<file path="config.mk">
export PLATFORM = sky130hd
export DESIGN_NAME = apid_ctrl
export DESIGN_NICKNAME = d
export VERILOG_FILES = /design/src/rtl/apid_pkg.sv /design/src/rtl/apid_ctrl.sv
export SDC_FILE = /design/constraint.sdc
export NUM_CORES = 1
export LEC_CHECK = 0
export ABC_AREA = 1
export BUFFER_PORTS_ARGS = -buffer_cell sky130_fd_sc_hd__buf_4
export CORE_AREA = 10 10 47 49
export CTS_BUF_LIST = sky130_fd_sc_hd__clkbuf_2
export DETAILED_ROUTE_END_ITERATION = 8
export DIE_AREA = 0 0 57 59
export GPL_ROUTABILITY_DRIVEN = 0
export GPL_TIMING_DRIVEN = 0
export HOLD_SLACK_MARGIN = 0.02
export PLACE_DENSITY = 0.68
export SLEW_MARGIN = 20
export SYNTH_ARGS = -nofsm -noshare
export SYNTH_HDL_FRONTEND = slang
export SYNTH_SLANG_ARGS = --single-unit
export TNS_END_PERCENT = 50
</file>
<file path="constraint.sdc">
create_clock -name clk -period 1.7 [get_ports clk]
set_input_delay 0.34 -clock clk [delete_from_list [all_inputs] [get_ports clk]]
set_output_delay 0.34 -clock clk [all_outputs]
set_load 0.05 [all_outputs]
</file>
<file path="src/rtl/apid_pkg.sv">
// ----------------------------------------------------------------------------
// apid_pkg
// Shared types, constants and fixed-point helpers of the PID controller.
// ----------------------------------------------------------------------------
package apid_pkg;

  localparam int DATA_W    = 32;
  localparam int FRAC_BITS = 16;
  localparam int TIME_W    = 24;
  localparam int OP_W      = 2;
  localparam int CFG_IDX_W = 3;

  localparam int US_PER_S  = 1000000;
  localparam int HALF_US   = US_PER_S / 2;
  localparam int US_W      = 20;

  // iterative divider: quotient bits per round and dividend width
  localparam int DIV_RADIX = 4;
  localparam int DIV_W     = 84;
  localparam int RND_W     = 5;
  localparam int INT_DIV_W = DATA_W + TIME_W;
  localparam int DIV_ROUNDS_I = INT_DIV_W / DIV_RADIX;
  localparam int DIV_ROUNDS_D = DIV_W / DIV_RADIX;

  localparam logic [OP_W-1:0] OP_TARGET = 2'd0;
  localparam logic [OP_W-1:0] OP_MEAS   = 2'd1;
  localparam logic [OP_W-1:0] OP_UPDATE = 2'd2;
  localparam logic [OP_W-1:0] OP_RESET  = 2'd3;

  localparam logic [CFG_IDX_W-1:0] CFG_KP    = 3'd0;
  localparam logic [CFG_IDX_W-1:0] CFG_KI    = 3'd1;
  localparam logic [CFG_IDX_W-1:0] CFG_KD    = 3'd2;
  localparam logic [CFG_IDX_W-1:0] CFG_LIM   = 3'd3;
  localparam logic [CFG_IDX_W-1:0] CFG_FLOOR = 3'd4;
  localparam logic [CFG_IDX_W-1:0] CFG_CEIL  = 3'd5;

  // datapath step codes
  localparam logic [3:0] DP_NONE  = 4'd0;
  localparam logic [3:0] DP_LOAD  = 4'd1;
  localparam logic [3:0] DP_EXEC  = 4'd2;
  localparam logic [3:0] DP_MUL   = 4'd3;
  localparam logic [3:0] DP_PREP  = 4'd4;
  localparam logic [3:0] DP_SCALE = 4'd5;
  localparam logic [3:0] DP_DSUM  = 4'd6;
  localparam logic [3:0] DP_INTEG = 4'd7;
  localparam logic [3:0] DP_IMUL  = 4'd8;
  localparam logic [3:0] DP_IRND  = 4'd9;
  localparam logic [3:0] DP_DRND  = 4'd10;
  localparam logic [3:0] DP_SUM   = 4'd11;
  localparam logic [3:0] DP_CTRL  = 4'd12;

  typedef struct packed {
    logic [OP_W-1:0]          operation;
    logic signed [DATA_W-1:0] value;
    logic signed [DATA_W-1:0] reset_control;
    logic [TIME_W-1:0]        elapsed_us;
  } in_t;

  typedef struct packed {
    logic signed [DATA_W-1:0] control_value;
    logic signed [DATA_W-1:0] control_change;
    logic                     skipped;
  } out_t;

  typedef struct packed {
    logic [3:0] step;
    logic       out_load;
  } cmd_t;

  typedef struct packed {
    logic [OP_W-1:0] op;
    logic            dt_zero;
    logic            div_busy;
  } sts_t;

  function automatic logic [DATA_W-1:0] mag32(input logic signed [DATA_W-1:0] x);
    mag32 = x[DATA_W-1] ? (DATA_W'(0) - unsigned'(x)) : unsigned'(x);
  endfunction

  // signed result from sign and magnitude, saturated
  function automatic logic signed [DATA_W-1:0] sat_mag(input logic neg,
                                                       input logic [71:0] m);
    logic [DATA_W-1:0] lo;
    lo = m[DATA_W-1:0];
    if (neg) begin
      if (m > 72'h0_8000_0000) sat_mag = 32'sh8000_0000;
      else sat_mag = signed'(DATA_W'(0) - lo);
    end else begin
      if (m > 72'h0_7FFF_FFFF) sat_mag = 32'sh7FFF_FFFF;
      else sat_mag = signed'(lo);
    end
  endfunction

  function automatic logic signed [DATA_W-1:0] sat36(input logic signed [35:0] x);
    if (x > 36'sh0_7FFF_FFFF) sat36 = 32'sh7FFF_FFFF;
    else if (x < 36'shF_8000_0000) sat36 = 32'sh8000_0000;
    else sat36 = x[DATA_W-1:0];
  endfunction

  function automatic logic signed [35:0] sx36(input logic signed [DATA_W-1:0] x);
    sx36 = {{(36-DATA_W){x[DATA_W-1]}}, x};
  endfunction

endpackage

</file>
<file path="src/rtl/apid_ctrl.sv">
// ----------------------------------------------------------------------------
// apid_ctrl
// Sequencer: steps the datapath through one request and owns the request and result handshakes.
// ----------------------------------------------------------------------------
module apid_ctrl import apid_pkg::*; (
  input  logic clk,
  input  logic rst_n,
  input  logic in_valid,
  output logic in_ready,
  output logic out_valid,
  input  logic out_ready,
  input  sts_t sts,
  output cmd_t cmd
);

  localparam logic [3:0] ST_IDLE  = 4'd0;
  localparam logic [3:0] ST_EXEC  = 4'd1;
  localparam logic [3:0] ST_MUL   = 4'd2;
  localparam logic [3:0] ST_PREP  = 4'd3;
  localparam logic [3:0] ST_SCALE = 4'd4;
  localparam logic [3:0] ST_DSUM  = 4'd5;
  localparam logic [3:0] ST_WAITI = 4'd6;
  localparam logic [3:0] ST_INTEG = 4'd7;
  localparam logic [3:0] ST_IMUL  = 4'd8;
  localparam logic [3:0] ST_IRND  = 4'd9;
  localparam logic [3:0] ST_WAITD = 4'd10;
  localparam logic [3:0] ST_DRND  = 4'd11;
  localparam logic [3:0] ST_SUM   = 4'd12;
  localparam logic [3:0] ST_CTRL  = 4'd13;
  localparam logic [3:0] ST_FIN   = 4'd14;

  logic [3:0] state_r, state_nxt;
  logic       out_valid_r, out_valid_nxt;

  always_comb begin
    state_nxt    = state_r;
    cmd.step     = DP_NONE;
    cmd.out_load = 1'b0;
    in_ready     = 1'b0;
    case (state_r)
      ST_IDLE: begin
        in_ready = 1'b1;
        if (in_valid) begin
          cmd.step  = DP_LOAD;
          state_nxt = ST_EXEC;
        end
      end
      ST_EXEC: begin
        cmd.step  = DP_EXEC;
        state_nxt = ((sts.op == OP_UPDATE) && !sts.dt_zero) ? ST_MUL : ST_FIN;
      end
      ST_MUL: begin
        cmd.step  = DP_MUL;
        state_nxt = ST_PREP;
      end
      ST_PREP: begin
        cmd.step  = DP_PREP;
        state_nxt = ST_SCALE;
      end
      ST_SCALE: begin
        cmd.step  = DP_SCALE;
        state_nxt = ST_DSUM;
      end
      ST_DSUM: begin
        cmd.step  = DP_DSUM;
        state_nxt = ST_WAITI;
      end
      ST_WAITI: if (!sts.div_busy) state_nxt = ST_INTEG;
      ST_INTEG: begin
        cmd.step  = DP_INTEG;
        state_nxt = ST_IMUL;
      end
      ST_IMUL: begin
        cmd.step  = DP_IMUL;
        state_nxt = ST_IRND;
      end
      ST_IRND: begin
        cmd.step  = DP_IRND;
        state_nxt = ST_WAITD;
      end
      ST_WAITD: if (!sts.div_busy) state_nxt = ST_DRND;
      ST_DRND: begin
        cmd.step  = DP_DRND;
        state_nxt = ST_SUM;
      end
      ST_SUM: begin
        cmd.step  = DP_SUM;
        state_nxt = ST_CTRL;
      end
      ST_CTRL: begin
        cmd.step  = DP_CTRL;
        state_nxt = ST_FIN;
      end
      ST_FIN: begin
        if (!out_valid_r || out_ready) begin
          cmd.out_load = 1'b1;
          state_nxt    = ST_IDLE;
        end
      end
      default: state_nxt = ST_IDLE;
    endcase
  end

  always_comb begin
    out_valid_nxt = out_valid_r;
    if (cmd.out_load) out_valid_nxt = 1'b1;
    else if (out_ready) out_valid_nxt = 1'b0;
  end

  always_ff @(posedge clk) begin
    if (!rst_n) begin
      state_r     <= ST_IDLE;
      out_valid_r <= 1'b0;
    end else begin
      state_r     <= state_nxt;
      out_valid_r <= out_valid_nxt;
    end
  end

  assign out_valid = out_valid_r;

  a_no_overwrite: assert property (@(posedge clk) disable iff (!rst_n)
    cmd.out_load |-> (!out_valid_r || out_ready))
    else $error("result overwritten before taken");
  a_rise_from_fin: assert property (@(posedge clk) disable iff (!rst_n)
    $rose(out_valid_r) |-> $past(state_r == ST_FIN))
    else $error("result raised outside finish");

endmodule

</file>
==> results.tsv <==
stage	metric	value	unit
floorplan	num ports	15	
clocking	Worst-path clk slew	0.06	ns
sta	Max Transition Viols Final	0	
clocking	Bufs on Longest Clock Path	2	
sta	final setup margin	0.0544	ns
clocking	CTS tree	done	
sta	actual slew at the worst max-slew pin	0.251	ns
power_and_ir_drop	Int Pwr	604	uW
drt	top sig layer	met4	
power_and_ir_drop	sw frac	56.5	%
sta	final worst path period share	96.8	%
grt	gr ovfl total	0	
sta	Hold Vio Cnt, Final	0	
drt	drt pass-1 iters	4	
sta	worst rel slew slack	83.2	%
power_and_ir_drop	Pleak	0.395	nW
power_and_ir_drop	Gate power share	75.0	%
placement	Placed Cells	119	
clocking	Num CTS Buffers	3	
sta	Max Fclk	608	MHz
cells_and_area	commonest non-fill, non-tap cells in the layout	nand2_1, buf_4, nor2_1, inv_1, nand3_1	
drt	via count	617	
drt	drt drc	0	
critical_path	CP required	1.36	ns
cells_and_area	filler cell count	126	
yosys	Synth Instances	89	
grt	largest net degree at the start of global routing	9	
power_and_ir_drop	Max VDD drop	0.908	mV
cells_and_area	n_diodes	0	
floorplan	Die ar.	3360	um2
status	outcome	finished clean	
critical_path	critical path type	register to output pin	
floorplan	Die Y	59	um
floorplan	Die X-Extent	57	um
drt	DR WL met3	117	um
clocking	CTS root buf	clkbuf_2	
drt	met1 WL	638	um
cells_and_area	commonest non-fill, non-tap cell in the layout	nand2_1	
grt	Total Routing Usage GR	7.71	%
power_and_ir_drop	clock power share	7.8	%
sta	RSZ-0062 raised after global routing	true	
yosys	Mean Syn Cell Area	5.71	um2
clocking	H-tree depth	1	
critical_path	Startpoint Class	register	
drt	met2 WL	706	um
clocking	clk_lat worst skew	0.21	ns
floorplan	Initial Util	36.2	%
clocking	hold-fix buffers at CTS	0	
yosys	register area share after synthesis	19.7	%
cells_and_area	nets@finish	120	
critical_path	Crit. End Element	output pin	
grt	antenna violations before repair	0	
placement	port bufs	14	
power_and_ir_drop	Seq pwr share	17.1	%
placement	Setup WS pre-CTS	0.110	ns
yosys	syn nets	97	
yosys	FF+latch count, synth	5	
power_and_ir_drop	power density over the cells	1770	nW/um2
yosys	count of cell types in the netlist	21	
sta	clock skew	0.00942	ns
drt	DRT Wirelength	1480	um
grt	first-pass GRT wire length	2170	um
cells_and_area	synthesis-to-layout area growth	54.4	%
grt	vias in the first global route	552	
sta	Min Clock Period, post-route	1.65	ns
clocking	clk sinks	5	
yosys	Post-Syn Area	508	um2
cells_and_area	fin cells	127	
critical_path	WP data arrival	1.31	ns
job	MaxCap Viol Count	0	
drt	Antenna Nets Post-Route	0	
drt	Vias per Instance	4.86	
cells_and_area	layout cell share with drive strength beyond 1	45.9	%
drt	wire per inst	11.6	um
drt	1st-iter DRT viols	9	
floorplan	Core Footprint	1400	um2
yosys	synth warn	0	
worst_hold_path	Hold Crit Class	input pin to register	
critical_path	critical path peak fanout	6	
placement	Final HPWL DP	1070	um
floorplan	Rows	14	
power_and_ir_drop	Sw Pwr	784	uW
sta	Setup violations, final	0	
==> cells in the mapped netlist <==
master,number,area share (%)
nor2_2,4,4.9
inv_2,3,2.2
o211a_1,1,2.0
dfxtp_1,5,20
nor2_4,1,2.2
buf_6,1,2.2
nand4_2,1,2.5
o2111ai_1,1,1.7
o21ai_0,2,2.0
nand2_2,2,2.5
nand3b_1,1,1.5
nor3_1,3,3.0
buf_4,1,1.5
inv_1,8,5.9
a21oi_1,3,3.0
nand3_2,1,2.0
a211oi_1,1,1.5
nand2_4,1,2.2
nand3_1,6,5.9
nand2_1,27,20
nor2_1,16,12
==> stage by stage <==
stage	instance area (um2)	TNS, ns	power, mW	hold slack, ns	util [%]
2_1_floorplan	515	-0.247	0.855	0.475	-
3_5_place_dp	641	0	1.07	0.595	45.7
6_report	785	0	1.39	0.371	56.0
5_1_grt	785	-0.0691	1.50	0.347	56.0
3_3_place_gp	641	0	1.07	0.597	45.7
4_1_cts	682	0	1.22	0.362	48.7
==> power by group through the flow <==
stage               logic [mW]  clock network (mW)  registers [mW]
global route              1.13               0.126           0.245
finish                    1.04               0.109           0.238
floorplan                0.659                   0           0.196
detailed placement       0.866                   0           0.204
global placement         0.866                   0           0.204
CTS                      0.886               0.113           0.216
==> cells by family after synthesis <==
group	count (synthesis)	synth area share, %
flip-flops	5	19.7
AO/OA/AOI/OAI	8	10.1
buffers and inverters	13	11.8
AND/OR/NAND/NOR	63	58.4
==> per-layer routing <==
| metal | up-vias | track usage [%] |
|---|---|---|
| li1 | 325 | - |
| met1 | 274 | 8.49 |
| met2 | 16 | 12.9 |
| met3 | 2 | 4.51 |
| met4 | 0 | 1.01 |
| met5 | - | 0 |
==> critical path, stage by stage, from the launching register on <==
cell and delay, ns:
dfxtp_4 0.41, inv_4 0.06, nor2_4 0.14, nand2_2 0.08
o2111ai_2 0.21, buf_6 0.19
==> flip-flops by register name, indices dropped and copies added (netlist names) <==
| register | count |
|---|---|
| out_valid | 1 |
| state_r | 4 |
==> what timing repair did <==
item	4_1_cts	5_1_grt
setup endpoints to repair	3	4
pin swaps	0	4
gates resized for setup	8	17
endpoints found under the hold margin	0	0
buffers inserted	0	4
==> final cells by class <==
type                            count  area, um2  share of cell area, %
Clock buffer                        4       20.0                   2.55
Timing Repair Buffer               18        159                   20.3
Buffer                              2       18.8                   2.39
Inverter                           11       48.8                   6.22
Sequential cell                     5        111                   14.2
Tap cell                           16       20.0                   2.55
Multi-Input combinational cell     71        407                   51.8
==> path summary, 6_finish.rpt <==
| kind | depth (start not counted) | startpoint | endpoint | slack [ns] |
|---|---|---|---|---|
| hold reg to reg | 4 | out_valid$_SDFFE_PN0P_ | out_valid$_SDFFE_PN0P_ | 0.61 |
| setup reg to reg | 9 | state_r[1]$_SDFFE_PN0P_ | state_r[1]$_SDFFE_PN0P_ | 0.46 |
| setup / recovery | 5 | state_r[2]$_SDFFE_PN0P_ | cmd[1] | 0.05 |
| hold / removal | 3 | rst_n | state_r[3]$_SDFFE_PN0P_ | 0.37 |
(Power assumes the default switching activity.)
